[src/rtl/lrsd_pkg.sv]
`timescale 1ns / 1ps
// ----------------------------------------------------------------------------
// lrsd_pkg: shared types, constants and helpers of the LZW/RLE stream decoder
// Transfer payloads, datapath micro-operations, status bundle, hash helpers.
// ----------------------------------------------------------------------------
package lrsd_pkg;

  localparam int unsigned DICT_ENTRIES_DEF = 4096;
  localparam int unsigned HASH_SLOTS       = 5003;
  localparam int unsigned INIT_CODES       = 260;
  localparam int unsigned ATOMIC_CODES     = 256;

  localparam logic [14:0] NO_PRED      = 15'h6fff;
  localparam logic [14:0] IMP_PRED     = 15'h7fff;
  localparam logic [11:0] CODE_END     = 12'h100;
  localparam logic [11:0] CODE_RESTART = 12'h101;
  localparam logic [11:0] CODE_FILL    = 12'h102;
  localparam logic [11:0] CODE_SPARE   = 12'h103;
  localparam logic [7:0]  RUN_MARK     = 8'h90;
  localparam logic [3:0]  WIDTH_MIN    = 4'd9;
  localparam logic [3:0]  WIDTH_MAX    = 4'd12;
  localparam logic [1:0]  FULL_LAST    = 2'd2;

  typedef struct packed {
    logic       mode;
    logic [7:0] in_byte;
  } req_t;

  typedef struct packed {
    logic [7:0]  out_byte;
    logic        out_valid;
    logic        accepted;
    logic        finished;
    logic [15:0] running_sum;
  } rsp_t;

  typedef enum logic [4:0] {
    OP_IDLE,
    OP_ACCEPT,
    OP_CLR_START,
    OP_CLEAR,
    OP_INIT_START,
    OP_INIT_LOAD,
    OP_INIT_NEXT,
    OP_INIT_TAIL,
    OP_HASH_SETUP,
    OP_PROBE_RD,
    OP_ENT_CHK,
    OP_ENT_FINAL,
    OP_SET_DONE,
    OP_PRE_LOAD,
    OP_PREV_LOAD,
    OP_CLR_EI,
    OP_REF_RD,
    OP_REF_WR,
    OP_WALK_RD,
    OP_WALK_USE,
    OP_RA_HCHK,
    OP_RA_DCHK,
    OP_TAIL,
    OP_PULL_REP,
    OP_PULL_RD,
    OP_PULL_USE,
    OP_EMIT
  } op_t;

  typedef struct packed {
    logic pull;        // presented item is a pull
    logic feed_code;   // presented feed is taken and completes a code
    logic code_skip;
    logic code_end;
    logic code_restart;
    logic code_new;    // code at or above next_entry
    logic full2;
    logic ent_room;    // next_entry below table size
    logic slot_used;
    logic probe_last;
    logic dict_ref;
    logic walk_more;
    logic entry_inhibit;
    logic clr_last;
    logic init_last;
    logic rep_nz;
    logic stack_nz;
    logic pull_hit;    // popped byte produces an output byte
  } stat_t;

  function automatic logic [12:0] hash_of(input logic [14:0] pred, input logic [7:0] suff);
    logic [11:0] h;
    h = ({1'b0, pred[14:4]} ^ {4'b0, suff}) | {pred[3:0], 8'b0};
    return {1'b0, h} + 13'd1;
  endfunction

  function automatic logic [12:0] hash_next(input logic [12:0] idx, input logic [12:0] step);
    logic [13:0] s;
    s = {1'b0, idx} + {1'b0, step};
    if (s >= 14'(HASH_SLOTS)) s = s - 14'(HASH_SLOTS);
    return s[12:0];
  endfunction

endpackage

[src/rtl/lrsd_ctrl.sv]
`timescale 1ns / 1ps
// ----------------------------------------------------------------------------
// lrsd_ctrl: sequencing state machine of the stream decoder
// Issues datapath micro-operations and owns both transfer handshakes.
// ----------------------------------------------------------------------------
module lrsd_ctrl (
  input  logic            clk,
  input  logic            rst,
  input  logic            cmd_valid,
  output logic            cmd_ready,
  output logic            res_valid,
  input  logic            res_ready,
  input  lrsd_pkg::stat_t stat,
  output lrsd_pkg::op_t   op
);

  typedef enum logic [4:0] {
    S_CLEAR, S_INIT_START, S_INIT_LOAD, S_INIT_NEXT, S_INIT_TAIL,
    S_IDLE, S_DISPATCH, S_RST_START, S_SET_DONE, S_PRE,
    S_ENT_SETUP, S_ENT_RD, S_ENT_CHK, S_ENT_FINAL,
    S_REF_RD, S_REF_WR, S_WALK_RD, S_WALK_USE,
    S_POST, S_POST_LOAD, S_CLR_EI,
    S_RA_LOAD, S_RA_SETUP, S_RA_RD, S_RA_HCHK, S_RA_DCHK,
    S_TAIL, S_PULL, S_PULL_USE, S_FIN
  } state_t;

  typedef enum logic [1:0] {RET_INIT, RET_PRE, RET_POST} ret_t;

  state_t state;
  ret_t   ret;
  logic   boot;
  logic   fs2;
  logic   emit;

  assign cmd_ready = state == S_IDLE;
  assign emit      = (state == S_FIN) && (!res_valid || res_ready);

  always_comb begin
    unique case (state)
      S_CLEAR:      op = lrsd_pkg::OP_CLEAR;
      S_INIT_START: op = lrsd_pkg::OP_INIT_START;
      S_INIT_LOAD:  op = lrsd_pkg::OP_INIT_LOAD;
      S_INIT_NEXT:  op = lrsd_pkg::OP_INIT_NEXT;
      S_INIT_TAIL:  op = lrsd_pkg::OP_INIT_TAIL;
      S_IDLE:       op = cmd_valid ? lrsd_pkg::OP_ACCEPT : lrsd_pkg::OP_IDLE;
      S_RST_START:  op = lrsd_pkg::OP_CLR_START;
      S_SET_DONE:   op = lrsd_pkg::OP_SET_DONE;
      S_PRE:        op = lrsd_pkg::OP_PRE_LOAD;
      S_ENT_SETUP:  op = lrsd_pkg::OP_HASH_SETUP;
      S_ENT_RD:     op = lrsd_pkg::OP_PROBE_RD;
      S_ENT_CHK:    op = lrsd_pkg::OP_ENT_CHK;
      S_ENT_FINAL:  op = lrsd_pkg::OP_ENT_FINAL;
      S_REF_RD:     op = lrsd_pkg::OP_REF_RD;
      S_REF_WR:     op = lrsd_pkg::OP_REF_WR;
      S_WALK_RD:    op = lrsd_pkg::OP_WALK_RD;
      S_WALK_USE:   op = lrsd_pkg::OP_WALK_USE;
      S_POST_LOAD:  op = lrsd_pkg::OP_PREV_LOAD;
      S_CLR_EI:     op = lrsd_pkg::OP_CLR_EI;
      S_RA_LOAD:    op = lrsd_pkg::OP_PREV_LOAD;
      S_RA_SETUP:   op = lrsd_pkg::OP_HASH_SETUP;
      S_RA_RD:      op = lrsd_pkg::OP_PROBE_RD;
      S_RA_HCHK:    op = lrsd_pkg::OP_RA_HCHK;
      S_RA_DCHK:    op = lrsd_pkg::OP_RA_DCHK;
      S_TAIL:       op = lrsd_pkg::OP_TAIL;
      S_PULL: begin
        if (stat.rep_nz)        op = lrsd_pkg::OP_PULL_REP;
        else if (stat.stack_nz) op = lrsd_pkg::OP_PULL_RD;
        else                    op = lrsd_pkg::OP_IDLE;
      end
      S_PULL_USE:   op = lrsd_pkg::OP_PULL_USE;
      S_FIN:        op = emit ? lrsd_pkg::OP_EMIT : lrsd_pkg::OP_IDLE;
      default:      op = lrsd_pkg::OP_IDLE;
    endcase
  end

  always_ff @(posedge clk) begin
    if (rst) begin
      state     <= S_CLEAR;
      ret       <= RET_INIT;
      boot      <= 1'b1;
      fs2       <= 1'b0;
      res_valid <= 1'b0;
    end else begin
      if (res_valid && res_ready && !emit) res_valid <= 1'b0;
      unique case (state)
        S_CLEAR:      if (stat.clr_last) state <= S_INIT_START;
        S_INIT_START: state <= S_INIT_LOAD;
        S_INIT_LOAD: begin
          ret   <= RET_INIT;
          state <= S_ENT_SETUP;
        end
        S_INIT_NEXT:  state <= stat.init_last ? S_INIT_TAIL : S_INIT_LOAD;
        S_INIT_TAIL: begin
          boot  <= 1'b0;
          state <= boot ? S_IDLE : S_FIN;
        end
        S_IDLE: begin
          if (cmd_valid) begin
            if (stat.pull)           state <= S_PULL;
            else if (stat.feed_code) state <= S_DISPATCH;
            else                     state <= S_FIN;
          end
        end
        S_DISPATCH: begin
          fs2 <= stat.full2;
          if (stat.code_skip)         state <= S_FIN;
          else if (stat.code_end)     state <= S_SET_DONE;
          else if (stat.code_restart) state <= S_RST_START;
          else if (stat.code_new)     state <= S_PRE;
          else                        state <= S_REF_RD;
        end
        S_RST_START:  state <= S_CLEAR;
        S_SET_DONE:   state <= S_FIN;
        S_PRE: begin
          ret   <= RET_PRE;
          state <= S_ENT_SETUP;
        end
        S_ENT_SETUP:  state <= stat.ent_room ? S_ENT_RD : S_ENT_FINAL;
        S_ENT_RD:     state <= S_ENT_CHK;
        S_ENT_CHK: begin
          if (!stat.slot_used || stat.probe_last) state <= S_ENT_FINAL;
          else                                    state <= S_ENT_RD;
        end
        S_ENT_FINAL: begin
          unique case (ret)
            RET_INIT: state <= S_INIT_NEXT;
            RET_PRE:  state <= S_REF_RD;
            RET_POST: state <= S_TAIL;
            default:  state <= S_TAIL;
          endcase
        end
        S_REF_RD:     state <= S_REF_WR;
        S_REF_WR:     state <= S_WALK_RD;
        S_WALK_RD:    state <= S_WALK_USE;
        S_WALK_USE:   state <= stat.walk_more ? S_WALK_RD : S_POST;
        S_POST: begin
          if (fs2)                     state <= S_RA_LOAD;
          else if (!stat.entry_inhibit) state <= S_POST_LOAD;
          else                         state <= S_CLR_EI;
        end
        S_POST_LOAD: begin
          ret   <= RET_POST;
          state <= S_ENT_SETUP;
        end
        S_CLR_EI:     state <= S_TAIL;
        S_RA_LOAD:    state <= S_RA_SETUP;
        S_RA_SETUP:   state <= S_RA_RD;
        S_RA_RD:      state <= S_RA_HCHK;
        S_RA_HCHK:    state <= stat.slot_used ? S_RA_DCHK : S_TAIL;
        S_RA_DCHK: begin
          if (!stat.dict_ref || stat.probe_last) state <= S_TAIL;
          else                                   state <= S_RA_RD;
        end
        S_TAIL:       state <= S_FIN;
        S_PULL: begin
          if (stat.rep_nz)        state <= S_FIN;
          else if (stat.stack_nz) state <= S_PULL_USE;
          else                    state <= S_FIN;
        end
        S_PULL_USE:   state <= stat.pull_hit ? S_FIN : S_PULL;
        S_FIN: begin
          if (emit) begin
            res_valid <= 1'b1;
            state     <= S_IDLE;
          end
        end
        default:      state <= S_IDLE;
      endcase
    end
  end

`ifndef SYNTHESIS
  a_emit_lands: assert property (@(posedge clk) disable iff (rst)
    emit |=> res_valid && state == S_IDLE)
    else $error("result not presented after emit");

  a_accept_leaves_idle: assert property (@(posedge clk) disable iff (rst)
    cmd_valid && cmd_ready |=> state != S_IDLE)
    else $error("accepted transfer left controller idle");

  a_clear_holds: assert property (@(posedge clk) disable iff (rst)
    state == S_CLEAR && !stat.clr_last |=> state == S_CLEAR)
    else $error("clearing sweep cut short");
`endif

endmodule

[config.mk]
export PLATFORM = sky130hd
export DESIGN_NAME = lrsd_ctrl
export DESIGN_NICKNAME = d
export VERILOG_FILES = /design/src/rtl/lrsd_pkg.sv /design/src/rtl/lrsd_ctrl.sv
export SDC_FILE = /design/constraint.sdc
export NUM_CORES = 1
export LEC_CHECK = 0
export BUFFER_PORTS_ARGS = -buffer_cell sky130_fd_sc_hd__buf_2
export CAP_MARGIN = 40
export CELL_PAD_IN_SITES_DETAIL_PLACEMENT = 0
export CELL_PAD_IN_SITES_GLOBAL_PLACEMENT = 1
export CORE_UTILIZATION = 41
export CTS_CLUSTER_DIAMETER = 100
export DETAILED_ROUTE_END_ITERATION = 7
export GPL_TIMING_DRIVEN = 0
export PLACE_DENSITY_LB_ADDON = 0.1
export SYNTH_ARGS = -nofsm -noshare
export SYNTH_HDL_FRONTEND = slang
export SYNTH_SLANG_ARGS = --single-unit
[constraint.sdc]
create_clock -name clk -period 3.93 [get_ports clk]
set_input_delay 0.5895 -clock clk [delete_from_list [all_inputs] [get_ports clk]]
set_output_delay 0.5895 -clock clk [all_outputs]
set_load 0.005 [all_outputs]
==> summary.md, run 1 <==
| Metric | Value |
|---|---|
| Run status | `completed` |
| Top_reg_cell synth | `dfxtp_1` |
| Postcts setup bufs | `0` |
| Layout Utilization | `0.5135` |
| DR iter-0 viols | `approximately 180` |
| Max rail drop VDD | `around 0.00024 V` |
| Initial antenna violation count | `0` |
| Gates resized, CTS repair | `0` |
| Crit-path cells | `buf_2 -> clkbuf_1 -> buf_2 -> a21oi_1 -> a221o_1 -> buf_2` |
| Bufs on Longest Clock Path | `2` |
| Synth top cells by count | `o21ai_0, a21oi_1, nor2_1` |
| Biggest cell delay along the critical path | `about 0.42 ns` |
| RSZ-0062 raised after global routing | `no` |
| CTS buffer count | `3` |
| Required @ worst endpoint | `3.34 ns` |
| Via count | `~1800` |
| Worst slew pin tran | `0.5540 ns` |
| Multi-input gate area | `approximately 1100 µm²` |
| Die height | `around 60 µm` |
| Final setup fails | `0` |
| Final period util | `0.7062` |
| Area of the mapped netlist | `between 1000 and 1500 µm²` |
| Avg WL per Cell | `18.49 µm` |
| Worst setup SP type | `flip-flop` |
| Syn_area_per_cell | `roughly 6.6 µm²` |
| Clock Skew | `around 0.0062 ns` |
| Post-Route WL | `5326 µm` |
| Hold_buf cts | `0` |
| Placement-stage worst setup slack | `1.504 ns` |
| Worst-path fanout max | `10` |
| Worst relative slew slack | `0.6211` |
| Core area | `approximately 3200 µm²` |
| Routability cong. | `slightly above 0.9` |
| Die area | `~3700 µm²` |
| Placed Cells incl. Taps | `roughly 290` |
| EDFF count, synth | `0` |
| Most frequent CP cell | `buf_2` |
| Pwr Total | `a little under 0.9 mW` |
| Max-cap violations | `0` |
| Min Hold Slack | `~0.48 ns` |
| Setup tns final | `0 ns` |
| Port-buffer cells | `27` |
| Final ANT Viol Nets | `0` |
| Worst-skew pair later-pin latency | `about 0.27 ns` |
| Cell Area, Placed | `1597 µm²` |
| Power density over the cells | `550.6 nW/µm²` |
| Grt ovf | `0` |
| Register area | `200.2 µm²` |
| CTS sink cnt | `10` |
| Area delta synth->final | `15.12%` |
| Io pins | `29` |
| Root Driver | `clkbuf_4` |
| Vias in the first global route | `~1600` |
| F_max | `between 300 and 400 MHz` |
| Total track usage | `0.3095` |
| Number of synthesized register bits | `10` |
| Area leader, netlist | `dfxtp_1` |
| Synthesized instance count | `214` |
| Worst path slowest cell | `dfxtp_1` |
| Setup CP Type | `flip-flop to output pin` |
| Final std cells w/o fill | `about 290` |
| Post-DP HPWL | `~3900 µm` |
| WP data arrival | `roughly 2.2 ns` |
| Top cells by area, synth | `dfxtp_1, o21ai_0, a21oi_1, nand2b_1, nor2b_1` |
| Nets | `around 270` |
| Die Span X | `between 60 and 70 µm` |
| Crit end category | `output pin` |
| Antenna cells | `0` |
| Via density per instance | `between 6 and 7` |
| Total iterations of the first detailed-routing run | `5` |
| Synth cell types | `around 50` |
| Max Transition Viols Final | `0` |
| Register area share after synthesis | `0.1423` |
| Drt drc | `0` |
| Layout cells sized above 1 | `0.2131` |
| Syn_nets | `between 200 and 250` |
| Fin crit period | `2.775 ns` |
| TritonCTS clock tree | `done` |
| Static Leakage | `between 0.6 and 0.7 nW` |
| FILL cells | `~370` |
| Htree depth | `1` |
| Warnings, synthesis | `0` |
| Fin. Hold Viols | `0` |
| Most frequent cell after synthesis | `o21ai_0` |
| Starting Density | `0.4460` |
| Final worst slack | `1.155 ns` |
| Share of the synthesized area in the top cell type | `0.1423` |
| First-pass GRT wire length | `8300 µm` |
| Clock transition at the registers of the reported paths | `approximately 0.070 ns` |
| Async SR Flop Fraction | `0` |
| Design area | `around 1600 µm²` |
| Row cnt | `20` |
| Hold Crit Class | `flip-flop to flip-flop` |
| Largest net degree at the start of global routing | `11` |
-- layout make-up --
cell class	count	share of cell area
Clock buffer	3	0.01391
Timing Repair Buffer	27	0.08346
Inverter	9	0.02087
Tap cell	44	0.03400
Buffer	20	0.06723
Sequential cell	10	0.1236
Multi-Input combinational cell	175	0.6569
-- worst paths after layout --
kind,start,end,slack (ns),cells after the start
max,state[2],op[0],1.15,6
min,boot,boot,0.48,1
max reg2reg,state[1],state[0],1.96,6
min reg2reg,boot,boot,0.48,1
-- kinds of logic (layout without fill, tap and decap cells) --
logic type                count (synthesis)  count (layout)  synth area share
AOI/OAI and AO/OA                        88              88            0.4164
and+or+nand+nor                          84              84            0.3212
buffers and inverters                    29              59            0.1014
DFF                                      10              10            0.1423
xor gates and xnor gates                  3               3           0.01869
-- worst max-delay path, delay by kind of cell (launching register included) --
kind,cells,cell delay [ns]
buffers and inverters,4,1.13
DFF,1,0.42
AOI/OAI and AO/OA,2,0.35
-- state kept, by name (all words and copies together) (netlist names) --
signal     cells
boot           1
res_valid      1
ret            2
state          5
fs2            1
-- where the power goes --
group          switching (mW)  total (mW)  internal, mW  leakage [nW]
clock                  0.0372      0.0727        0.0354        0.0138
sequential             0.0188       0.141         0.122        0.0815
combinational           0.422       0.678         0.256         0.521
-- cell usage in the layout (no fill, tap or decap), types with 4 or more instances in the layout --
cell type	Yosys	final
nand3_1	7	7
nor2_1	16	16
nand2b_1	15	15
o21ai_0	22	22
nor3_1	6	6
dfxtp_1	10	10
a22oi_1	4	4
o22ai_1	5	5
or3_1	4	4
a211oi_1	4	4
nand2_1	14	14
inv_1	8	8
a31oi_1	4	4
a221oi_1	4	4
nor2b_1	10	10
buf_2	12	39
a21oi_1	19	19
-- metal layers --
metal	vias up	part of all wire	wire length [µm]	GRT usage
li1	861	-	-	-
met1	825	0.43	2313	0.4417
met2	138	0.46	2450	0.4929
met3	8	0.097	518	0.05117
met4	0	0.0079	42	0.05844
met5	-	0	0	0
No activity file was read; power rests on OpenSTA's default activity.
==> inputs of run 2 (changes only) <==
--- a/config.mk
+++ b/config.mk
@@ -5,11 +5,12 @@
 export SDC_FILE = /design/constraint.sdc
 export NUM_CORES = 1
 export LEC_CHECK = 0
+export ABC_AREA = 1
 export BUFFER_PORTS_ARGS = -buffer_cell sky130_fd_sc_hd__buf_2
 export CAP_MARGIN = 40
 export CELL_PAD_IN_SITES_DETAIL_PLACEMENT = 0
 export CELL_PAD_IN_SITES_GLOBAL_PLACEMENT = 1
-export CORE_UTILIZATION = 41
+export CORE_UTILIZATION = 32
 export CTS_CLUSTER_DIAMETER = 100
 export DETAILED_ROUTE_END_ITERATION = 7
 export GPL_TIMING_DRIVEN = 0
==> constraint.sdc (replaced) <==
create_clock -name clk -period 2.5 [get_ports clk]
set_input_delay 0.375 -clock clk [delete_from_list [all_inputs] [get_ports clk]]
set_output_delay 0.375 -clock clk [all_outputs]
set_load 0.005 [all_outputs]
==> summary.md, run 2 <==
| Metric | Value |
|---|---|
| Post-Route WL | `a little under 5000 µm` |
| Worst-path fanout max | `7` |
| Max-cap violations | `0` |
| Static Leakage | `about 0.9 nW` |
| Hold Path Stages | `3` |
| Initial antenna violation count | `0` |
| Gates resized, CTS repair | `0` |
| Total track usage | `0.2314` |
| Required @ worst endpoint | `2.12 ns` |
| Hold_buf cts | `0` |
| Area delta synth->final | `18.71%` |
| Run status | `completed` |
| Register area share after synthesis | `0.1453` |
| Worst setup SP type | `flip-flop` |
| Hold Crit Class | `input pin to flip-flop` |
| Post-DP HPWL | `4037 µm` |
| Htree depth | `1` |
| Bufs on Longest Clock Path | `2` |
| Placed Cells incl. Taps | `about 330` |
| Starting Density | `0.3395` |
| Warnings, synthesis | `0` |
| Async SR Flop Fraction | `0` |
| Layout cells sized above 1 | `0.2153` |
| Share of the synthesized area in the top cell type | `0.1635` |
| Antenna cells | `0` |
| Die Span X | `~68 µm` |
| Total iterations of the first detailed-routing run | `5` |
| Final ANT Viol Nets | `0` |
| CTS sink cnt | `10` |
| Max Transition Viols Final | `0` |
| Max rail drop VDD | `0.0002909 V` |
| Area leader, netlist | `nand2_1` |
| Grt ovf | `0` |
| Most flops, register | `state` |
| Die height | `around 68 µm` |
| Die area | `about 4600 µm²` |
| Setup tns final | `0 ns` |
| Worst slew pin tran | `between 0.4 and 0.5 ns` |
| Area of the mapped netlist | `roughly 1400 µm²` |
| Postcts setup bufs | `0` |
| Placement-stage worst setup slack | `~0.4 ns` |
| Port-buffer cells | `28` |
| Final worst slack | `0.08138 ns` |
| RSZ-0062 raised after global routing | `no` |
| Crit end category | `output pin` |
| Most frequent cells in the layout | `nand2_1, nor2_1, inv_1` |
| Largest register FFs | `5` |
| Syn_area_per_cell | `roughly 5.4 µm²` |
| Setup CP Type | `flip-flop to output pin` |
| Via count | `between 1500 and 2000` |
| Final period util | `0.9674` |
| Top cells by area, synth | `nand2_1, dfxtp_1, nor2_1, inv_1, nand3_1` |
| Reg2Reg Capture Point | `state[4]` |
| Synth top cells by count | `nand2_1, nor2_1, inv_1` |
| Fin. Hold Viols | `0` |
| Avg WL per Cell | `around 14 µm` |
| Clock Skew | `approximately 0.0037 ns` |
| First-pass GRT wire length | `7645 µm` |
| Final setup fails | `0` |
| Drt drc | `0` |
| Row cnt | `23` |
| Hold path startpoint | `stat[11]` |
| Largest regs | `state x5, ret x2` |
| Worst-skew pair later-pin latency | `around 0.23 ns` |
| WP data arrival | `between 2 and 2.5 ns` |
| Min Hold Slack | `approximately 0.37 ns` |
| FF-to-FF path depth | `10` |
| Io pins | `29` |
| Synth cell types | `32` |
| FILL cells | `471` |
| Vias in the first global route | `1610` |
| Via density per instance | `between 5 and 6` |
| Core area | `just over 4000 µm²` |
| Largest net degree at the start of global routing | `11` |
| Most frequent cell after synthesis | `nand2_1` |
| CTS buffer count | `3` |
| Syn_nets | `approximately 280` |
| DR iter-0 viols | `around 220` |
| Reg2Reg Setup Slack | `about 0.72 ns` |
| Synthesized instance count | `~260` |
| Clock transition at the registers of the reported paths | `0.05 ns` |
| F_max | `between 400 and 500 MHz` |
| Hold EP | `fs2` |
| Routability cong. | `between 0.9 and 1` |
| Number of synthesized register bits | `10` |
| Root Driver | `clkbuf_8` |
| Final std cells w/o fill | `338` |
| Top_reg_cell synth | `dfxtp_1` |
| Worst r2r src | `state[4]` |
| Nets | `311` |
| Fin crit period | `2.419 ns` |
| Most common cell after layout, fill and taps aside | `nand2_1` |
| TritonCTS clock tree | `done` |
| Worst relative slew slack | `0.7136` |
| EDFF count, synth | `0` |
| Power density over the cells | `974.9 nW/µm²` |
## run 2: final cells by class
type,count,area [µm²],share of cell area
inverters,41,155.1,0.09487
plain buffers,4,28.78,0.01760
clock buffers,4,55.05,0.03366
multi-input cells,201,993.5,0.6075
well taps,50,62.56,0.03826
flip-flops and latches,10,200.2,0.1224
repair buffers,28,140.1,0.08569
## run 2: cell families after synthesis
family / Yosys count / share of synthesized area
compound gates: 33 / 0.1408
buf+inv: 45 / 0.1335
flops: 10 / 0.1453
simple gates: 168 / 0.5804
## run 2: metal layers
layer	global-route usage	part of all wire	vias up	routed length (µm)
li1	-	-	891	-
met1	0.3092	0.46	763	2233
met2	0.3626	0.45	82	2201
met3	0.05236	0.071	12	349
met4	0.07447	0.022	0	110
met5	0	0	-	0
## run 2: per-stage QoR
stage	utilization	power (mW)	cell area [µm²]
global placement	0.3895	1.394	1580
detailed placement	0.3895	1.373	1580
global route	0.4030	1.723	1635
CTS	0.4030	1.577	1635
floorplan	-	1.031	1378
finish	0.4030	1.594	1635
## run 2: how the worst max path moves through the flow
stage | to | start | slack [ns]
2_1_floorplan | op[3] | state[1] | 0.87
3_3_place_gp | op[3] | state[1] | 0.31
3_5_place_dp | op[3] | state[1] | 0.40
4_1_cts | op[3] | state[1] | 0.14
5_1_grt | op[3] | state[1] | 0.0005
6_report | op[3] | state[1] | 0.08
## run 2: power breakdown
group	leakage, nW	total (mW)	switching [mW]	internal, mW
Combinational	0.815	1.14	0.763	0.377
Clock	0.0288	0.199	0.0607	0.138
Sequential	0.0814	0.256	0.0530	0.203
## run 2: critical path: stages (launching register included)
cell	delay (ns)
dfxtp_1	0.29
buf_2	0.17
nand2_1	0.21
inv_1	0.14
nand3_1	0.17
inv_1	0.12
a21oi_1	0.22
nand2_1	0.07
nor2_1	0.14
o2111ai_1	0.14
buf_2	0.15
==> inputs of run 3 (changes only) <==
--- a/config.mk
+++ b/config.mk
@@ -5,16 +5,16 @@
 export SDC_FILE = /design/constraint.sdc
 export NUM_CORES = 1
 export LEC_CHECK = 0
-export ABC_AREA = 1
 export BUFFER_PORTS_ARGS = -buffer_cell sky130_fd_sc_hd__buf_2
 export CAP_MARGIN = 40
 export CELL_PAD_IN_SITES_DETAIL_PLACEMENT = 0
 export CELL_PAD_IN_SITES_GLOBAL_PLACEMENT = 1
-export CORE_UTILIZATION = 32
+export CORE_UTILIZATION = 35
 export CTS_CLUSTER_DIAMETER = 100
 export DETAILED_ROUTE_END_ITERATION = 7
 export GPL_TIMING_DRIVEN = 0
 export PLACE_DENSITY_LB_ADDON = 0.1
+export REMOVE_ABC_BUFFERS = 1
 export SYNTH_ARGS = -nofsm -noshare
 export SYNTH_HDL_FRONTEND = slang
 export SYNTH_SLANG_ARGS = --single-unit
==> summary.md, run 3 (same netlist as run 1, synthesis figures left out) <==
| Metric | Value |
|---|---|
| Most frequent cells in the layout | `buf_2, o21ai_0, a21oi_1` |
| Worst-path fanout max | `27` |
| Antenna cells | `0` |
| Post-DP HPWL | `3496 µm` |
| Worst relative slew slack | `0.6229` |
| Nets | `about 250` |
| Via count | `1704` |
| CTS buffer count | `3` |
| Power density over the cells | `between 800 and 900 nW/µm²` |
| Fin crit period | `approximately 2.3 ns` |
| Max-cap violations | `0` |
| Final std cells w/o fill | `about 280` |
| Most common cell after layout, fill and taps aside | `buf_2` |
| Family with the most delay on the worst path | `flip-flops` |
| Pwr Total | `between 1 and 1.5 mW` |
| Largest register FFs | `5` |
| Row cnt | `22` |
| Design area | `between 1500 and 2000 µm²` |
| F_max | `between 400 and 500 MHz` |
| Postcts setup bufs | `0` |
| Required @ worst endpoint | `roughly 2.1 ns` |
| Max Transition Viols Final | `0` |
| Most flops, register | `state` |
| Total track usage | `0.2408` |
| Worst path slowest cell | `dfxtp_1` |
| Setup tns final | `0 ns` |
| Crit end category | `output pin` |
| Worst slew pin tran | `between 0.5 and 0.6 ns` |
| Bufs on Longest Clock Path | `2` |
| Worst-skew pair later-pin latency | `0.24 ns` |
| Placed Cells incl. Taps | `about 280` |
| Grt ovf | `0` |
| Initial antenna violation count | `0` |
| Post-Route WL | `~4800 µm` |
| Crit-path cells | `buf_16 -> xor2_1 -> a22oi_1 -> o22ai_1 -> a221o_1 -> buf_2` |
| WP data arrival | `approximately 2.0 ns` |
| Root Driver | `clkbuf_8` |
| Via density per instance | `just over 6` |
| Total iterations of the first detailed-routing run | `4` |
| Layout cells sized above 1 | `0.1913` |
| Final period util | `0.9369` |
| WP buf/inv | `2` |
| Io pins | `29` |
| Drt drc | `0` |
| Vias in the first global route | `1651` |
| Biggest cell delay along the critical path | `0.69 ns` |
| Port-buffer cells | `28` |
| Avg WL per Cell | `roughly 17 µm` |
| Largest regs | `state x5, ret x2` |
| Worst setup SP type | `flip-flop` |
| Final worst slack | `~0.16 ns` |
| Clock transition at the registers of the reported paths | `about 0.050 ns` |
| TritonCTS clock tree | `done` |
| Gates resized, CTS repair | `1` |
| Fin. Hold Viols | `0` |
| Hold Crit Class | `input pin to flip-flop` |
| Cell Area, Placed | `approximately 1600 µm²` |
| DR iter-0 viols | `130` |
| Htree depth | `1` |
| Clock Skew | `between 0.004 and 0.005 ns` |
| Area delta synth->final | `19.39%` |
| First-pass GRT wire length | `7969 µm` |
| Setup CP Type | `flip-flop to output pin` |
| CTS sink cnt | `10` |
| Static Leakage | `between 0.5 and 0.6 nW` |
| Largest net degree at the start of global routing | `28` |
| Placement-stage worst setup slack | `around 0.25 ns` |
| Die height | `65.39 µm` |
| Die area | `approximately 4300 µm²` |
| RSZ-0062 raised after global routing | `no` |
| Starting Density | `0.3757` |
| Final ANT Viol Nets | `0` |
| Die Span X | `between 60 and 70 µm` |
| Hold_buf cts | `0` |
| Final setup fails | `0` |
| Routability cong. | `0.8047` |
| Run status | `completed` |
| Max rail drop VDD | `between 0.0004 and 0.0005 V` |
| Core area | `3744 µm²` |
run 3: cell count changes in the layout (fill, tap and decap cells not counted), moves of 5 or more:
cell	delta
o21ai_0	+9
nor2b_1	+10
nand4_1	-6
nand2_1	-46
nand3_1	-17
nor2_1	-35
nor2_2	-7
inv_1	-28
nand2b_1	+15
buf_16	+5
a21oi_1	+8
run 3: area by class of cell:
| cell class | instances | area (µm²) |
|---|---|---|
| Timing Repair Buffer | 33 | 277.8 |
| Sequential cell | 10 | 202.7 |
| Inverter | 9 | 33.78 |
| Fill cell | 411 | 2064 |
| Tap cell | 48 | 60.06 |
| Clock buffer | 3 | 41.29 |
| Multi-Input combinational cell | 175 | 1064 |
run 3: tightest hold or removal path, stage by stage:
cell	delay [ns]
buf_2	0.10
nand3_1	0.05
a21oi_1	0.05
run 3: per-layer routing:
metal  vias to the layer above  global-route usage  routed length (µm)
li1                        833                   -                   -
met2                        52              0.3943                2253
met1                       813              0.3292                2276
met4                         0             0.04348                  33
met3                         6             0.04340                 222
met5                         -                   0                   0
run 3: power by group:
part | internal (mW) | leakage, nW | switching, mW
registers | 0.195 | 0.0821 | 0.117
clock network | 0.106 | 0.0216 | 0.0721
logic | 0.452 | 0.495 | 0.534
run 3: final timing paths:
| path | start | to | slack, ns | cells after the start |
|---|---|---|---|---|
| worst min-delay path | stat[11] | fs2 | 0.39 | 3 |
| worst max register to register | state[4] | state[2] | 0.42 | 6 |
| worst max-delay path | state[4] | op[0] | 0.16 | 6 |
| worst min register to register | boot | boot | 0.48 | 1 |
run 3: through the flow:
stage / utilization / hold slack, ns
detailed placement: 0.4368 / 0.4655
global placement: 0.4001 / 0.4581
CTS: 0.4482 / 0.3909
finish: 0.4485 / 0.3854
floorplan: - / 0.4407
global route: 0.4485 / 0.4188
